--- config.mk ---
export PLATFORM = sky130hd
export DESIGN_NAME = tcvr_queue
export DESIGN_NICKNAME = d
export VERILOG_FILES = /design/src/sv/tcvr_pkg.sv /design/src/sv/tcvr_queue.sv
export SDC_FILE = /design/constraint.sdc
export NUM_CORES = 1
export LEC_CHECK = 0
export BUFFER_PORTS_ARGS = -buffer_cell sky130_fd_sc_hd__buf_4
export CAP_MARGIN = 20
export CORE_ASPECT_RATIO = 0.7
export CORE_MARGIN = 1
export CORE_UTILIZATION = 50
export CTS_CLUSTER_DIAMETER = 150
export DETAILED_ROUTE_END_ITERATION = 7
export PLACE_DENSITY = 0.77
export SLEW_MARGIN = 20
export SYNTH_ARGS = -nofsm -noshare
export SYNTH_HDL_FRONTEND = slang
export SYNTH_SLANG_ARGS = --single-unit
--- constraint.sdc ---
create_clock -name clk -period 3 [get_ports clk]
set_clock_uncertainty 0.05 [all_clocks]
set_input_delay 0.6 -clock clk [delete_from_list [all_inputs] [get_ports clk]]
set_output_delay 0.6 -clock clk [all_outputs]
set_load 0.02 [all_outputs]
--- src/sv/tcvr_pkg.sv ---
`timescale 1ns / 1ps
package tcvr_pkg;

  localparam int DATA_W   = 8;
  localparam int ADDR_W   = 16;
  localparam int OP_W     = 2;
  localparam int ROW_W    = 5;
  localparam int COL_W    = 7;
  localparam int LINE_W   = 4;
  localparam int SLINE_W  = 9;
  localparam int CHAR_W   = 7;
  localparam int GLYPH_AW = 11;
  localparam int GIDX_W   = 10;
  localparam int LOFF_W   = 12;
  localparam int CFG_IDX_W = 2;

  localparam int DIV_SHIFT = 24;
  localparam int RECIP_W   = DIV_SHIFT + 1;
  localparam int PROD_W    = LOFF_W + RECIP_W;

  localparam int QDEPTH = 2;

  localparam logic [DATA_W-1:0] BASE_RESET    = 8'hF8;
  localparam logic [DATA_W-1:0] BYTE_ALL_ONES = 8'hFF;
  localparam logic [CHAR_W-1:0] CHAR_SPACE    = 7'h20;
  localparam int                GLYPH_LINES   = 8;
  localparam logic [LINE_W-1:0] CURSOR_LINE_A = 4'd10;
  localparam logic [LINE_W-1:0] CURSOR_LINE_B = 4'd11;

  typedef enum logic [OP_W-1:0] {
    OP_READ  = 2'd0,
    OP_WRITE = 2'd1,
    OP_LOAD  = 2'd2
  } opcode_t;

  typedef enum logic [CFG_IDX_W-1:0] {
    CFG_WINDOW_BASE_HIGH = 2'd0,
    CFG_ALTERNATE_FONT   = 2'd1,
    CFG_CONSOLE_MODE     = 2'd2
  } cfg_idx_t;

  typedef enum logic [1:0] {
    K_READ,
    K_RENDER,
    K_LOAD
  } kind_t;

  typedef struct packed {
    kind_t                kind;
    logic [DATA_W-1:0]    data;
    logic [ROW_W-1:0]     row;
    logic [COL_W-1:0]     col;
    logic [GLYPH_AW-1:0]  gaddr;
  } qent_t;

  typedef enum logic [2:0] {
    F_CLEAR,
    F_IDLE,
    F_DIV,
    F_PUSH
  } fstate_t;

  typedef enum logic {
    B_IDLE,
    B_RUN
  } bstate_t;

endpackage

--- src/sv/tcvr_queue.sv ---
`timescale 1ns / 1ps
module tcvr_queue import tcvr_pkg::*; (
  input  logic  clk,
  input  logic  rst_n,
  input  logic  push,
  input  qent_t push_ent,
  output logic  full,
  input  logic  pop,
  output qent_t head,
  output logic  empty
);

  localparam int PTR_W = $clog2(QDEPTH);
  localparam int CNT_W = $clog2(QDEPTH + 1);

  qent_t            ent_r [QDEPTH];
  logic [PTR_W-1:0] wr_ptr_r, wr_ptr_nxt;
  logic [PTR_W-1:0] rd_ptr_r, rd_ptr_nxt;
  logic [CNT_W-1:0] cnt_r, cnt_nxt;

  assign full  = (cnt_r == CNT_W'(QDEPTH));
  assign empty = (cnt_r == '0);
  assign head  = ent_r[rd_ptr_r];

  always_comb begin
    wr_ptr_nxt = wr_ptr_r;
    rd_ptr_nxt = rd_ptr_r;
    cnt_nxt    = cnt_r;
    if (push) begin
      wr_ptr_nxt = (wr_ptr_r == PTR_W'(QDEPTH - 1)) ? '0 : wr_ptr_r + 1'b1;
    end
    if (pop) begin
      rd_ptr_nxt = (rd_ptr_r == PTR_W'(QDEPTH - 1)) ? '0 : rd_ptr_r + 1'b1;
    end
    if (push && !pop) begin
      cnt_nxt = cnt_r + 1'b1;
    end else if (pop && !push) begin
      cnt_nxt = cnt_r - 1'b1;
    end
  end

  always_ff @(posedge clk) begin
    if (!rst_n) begin
      wr_ptr_r <= '0;
      rd_ptr_r <= '0;
      cnt_r    <= '0;
    end else begin
      wr_ptr_r <= wr_ptr_nxt;
      rd_ptr_r <= rd_ptr_nxt;
      cnt_r    <= cnt_nxt;
    end
  end

  always_ff @(posedge clk) begin
    if (push) begin
      ent_r[wr_ptr_r] <= push_ent;
    end
  end

endmodule

==> flow_metrics.env <==
export IMPL_leakagePower_nw=1.33
export IMPL_nFillCells=333
export IMPL_grt_pass1_wl_mm=7.11
export IMPL_endpoint_kind="output pin"
export IMPL_dr_first_iter_drc_count=54
export IMPL_syn_inst=125
export IMPL_postRouteAntennaNets=0
export IMPL_switchingPower_mw=0.494
export IMPL_io_buffers=71
export IMPL_max_vdd_ir_drop_v=0.000463
export IMPL_gp_congestion=0.716
export IMPL_pre_cts_slack_ns=1.03
export IMPL_syn_nets=163
export IMPL_grt_start_max_net_pins=34
export IMPL_layout_drive_gt1_share_pct=59.0
export IMPL_final_core_utilization_pct=70.9
export IMPL_avgSynthCellArea_um2=20.8
export IMPL_worstSetupPathType="flop to output pin"
export IMPL_pwr_share_clk_pct=36.9
export IMPL_antenna_found_initial=0
export IMPL_critPathSlowestCell="mux2_2"
export IMPL_clk_pin_slew_ns=0.07
export IMPL_core_mm2=0.00489
export IMPL_vias=1383
export IMPL_ys_ff_latch=71
export IMPL_drcViolationCount=0
export IMPL_fin_nets=245
export IMPL_wl_mm=4.53
export IMPL_powerDensity_mw_per_mm2=675
export IMPL_cts_resized=0
export IMPL_tns_ns=0
export IMPL_slew_headroom_pct=59.4
export IMPL_status="completed"
export IMPL_postCtsSetupBuffers=0
export IMPL_htree_levels=3
export IMPL_antenna_cells=0
export IMPL_rsz0062_at_grt="false"
export IMPL_synth_distinct_cells=17
export IMPL_combPwrFrac_pct=13.5
export IMPL_drt_pass1_iter_count=4
export IMPL_synth_seq_area_share_pct=80.1
export IMPL_die_h_um=62.3
export IMPL_crit_path_cell_trace="buf_4, mux2_2, buf_4"
export IMPL_fin_crit_ns=2.16
export IMPL_holdBufCountCts=0
export IMPL_die_area_mm2=0.00550
export IMPL_drv_cap=0
export IMPL_hold_class="input port to flop"
export IMPL_yosys_warnings=0
export IMPL_startpoint_type="flop"
export IMPL_initial_core_util_pct=53.2
export IMPL_worstPathArrival_ns=1.51
export IMPL_clk_latency_ns=0.33
export IMPL_grt_pass1_vias=1445
export IMPL_cts_buffers=9
export IMPL_max_clock_freq_mhz=463
export IMPL_setup_viol=0
export IMPL_hpwlAfterDp_mm=3.04
export IMPL_dp_cells=265
export IMPL_hold_viol=0
export IMPL_tritoncts="yes"
export IMPL_max_stage_delay_ns=0.40
export IMPL_cts_sinks=71
export IMPL_finalNonFillerCells=281
export IMPL_area_growth_pct=33.3
export IMPL_io_pins=72
export IMPL_p_int_mw=1.84
export IMPL_viasPerCell=4.92
export IMPL_tightest_slew_ns=0.608
export IMPL_netSwitchingFraction_pct=21.1
export IMPL_pwr_share_seq_pct=49.6
export IMPL_setup_slack_ns=0.842
export IMPL_cts_root_buf="clkbuf_8"
export IMPL_gr_total_overflow=0
export IMPL_synth_area_mm2=0.00260
export IMPL_crit_family="buffers and inverters"
export IMPL_crit_top_cell="buf_4"
export IMPL_slew_viol_final=0
export IMPL_cp_buffers_inverters=2
export IMPL_wl_per_cell_um=16.1
export IMPL_grt_use_total_pct=18.4
export IMPL_worstPathRequired_ns=2.35
export IMPL_num_rows=21
export IMPL_die_w_um=88.2
export IMPL_clock_path_buffers=2
export IMPL_path_max_fanout=18
export IMPL_timing_final_crit_share_pct=71.9
layout make-up:
| cell class | instances | area, um^2 | share of cell area [%] |
|---|---|---|---|
| clock buffers | 9 | 124 | 3.58 |
| flip-flops and latches | 71 | 2080 | 60.1 |
| clock inverters | 7 | 111 | 3.21 |
| multi-input cells | 49 | 494 | 14.3 |
| repair buffers | 75 | 563 | 16.3 |
| well taps | 69 | 86.3 | 2.49 |
| inverters | 1 | 3.75 | 0.108 |
path summary, 6_finish.rpt:
check | slack (ns) | startpoint | cells past startpoint | endpoint
setup / recovery | 0.84 | flop | 3 | head[13]
hold / removal | 0.40 | push_ent[1] | 1 | ent_r[0][1]
setup reg to reg | 1.45 | wr_ptr_r | 2 | ent_r[0][21]
hold reg to reg | 0.49 | cnt_r[1] | 2 | cnt_r[1]
power by group through the flow:
stage | Clock, mW | Sequential, mW | Combinational (mW)
after detailed placement | 0 | 1.18 | 0.316
final | 0.863 | 1.16 | 0.315
after global routing | 0.932 | 1.16 | 0.338
after global placement | 0 | 1.18 | 0.308
after floorplan | 0 | 1.17 | 0.177
after CTS | 0.886 | 1.16 | 0.319
cell families (layout without fill, tap and decap cells):
kind of cell	after synthesis	in the layout	share of synthesized area, %
adder cells (fa/ha/maj)	1	1	0.481
multiplexers	33	33	14.3
buffers and inverters	5	92	1.20
AND/OR/NAND/NOR	9	9	2.17
AO/OA/AOI/OAI	3	3	0.770
XOR/XNOR	3	3	1.01
flip-flops	71	71	80.1
metal layers:
layer / GRT usage [%] / routed length, um
met1: 21.9 / 1930
met2: 29.3 / 2160
met3: 10.5 / 405
met4: 3.83 / 36
met5: 0 / 0
stage by stage:
step | total power [mW] | hold WS (ns) | cell area [um^2]
2_1_floorplan | 1.35 | 0.416 | 2600
6_report | 2.34 | 0.401 | 3460
4_1_cts | 2.36 | 0.378 | 3460
5_1_grt | 2.43 | 0.364 | 3460
3_3_place_gp | 1.48 | 0.425 | 3230
3_5_place_dp | 1.50 | 0.471 | 3230
cells in the mapped netlist:
cell | n | share of area [%]
edfxtp_1 | 66 | 76
and2b_2 | 1 | 0.34
buf_2 | 1 | 0.19
mux2_2 | 33 | 14
o21ai_0 | 1 | 0.19
xnor2_1 | 1 | 0.34
and2_1 | 4 | 0.96
xor2_1 | 2 | 0.67
nor2b_1 | 2 | 0.48
o21a_1 | 1 | 0.29
or3_1 | 1 | 0.24
a21boi_1 | 1 | 0.29
nor2_1 | 1 | 0.14
buf_4 | 3 | 0.87
inv_1 | 1 | 0.14
dfxtp_1 | 5 | 3.9
ha_1 | 1 | 0.48
worst reg2reg max path: stages (launching register included):
cell and delay (ns):
dfxtp_1 0.34, nor2b_4 0.51, buf_4 0.35
state kept, by name (all words and copies together) (netlist names), named ones only:
| register | flops |
|---|---|
| cnt_r | 2 |
| ent_r | 66 |
| rd_ptr_r | 1 |
| wr_ptr_r | 1 |
layout by cell type, fill, tap and decap left out:
| master | n |
|---|---|
| dfxtp_1 | 5 |
| and2b_2 | 1 |
| clkinvlp_4 | 1 |
| mux2_2 | 33 |
| edfxtp_1 | 66 |
| and2_1 | 4 |
| nor2_1 | 1 |
| xnor2_1 | 1 |
| xor2_1 | 2 |
| nor2b_4 | 1 |
| clkinv_2 | 2 |
| inv_1 | 1 |
| clkinv_1 | 1 |
| buf_4 | 75 |
| or3_1 | 1 |
| bufinv_16 | 3 |
| clkbuf_8 | 9 |
| ha_1 | 1 |
| o21a_1 | 1 |
| a21boi_1 | 1 |
| nor2b_1 | 1 |
| o21ai_0 | 1 |
Note: power is estimated with default switching activity, not from simulation.
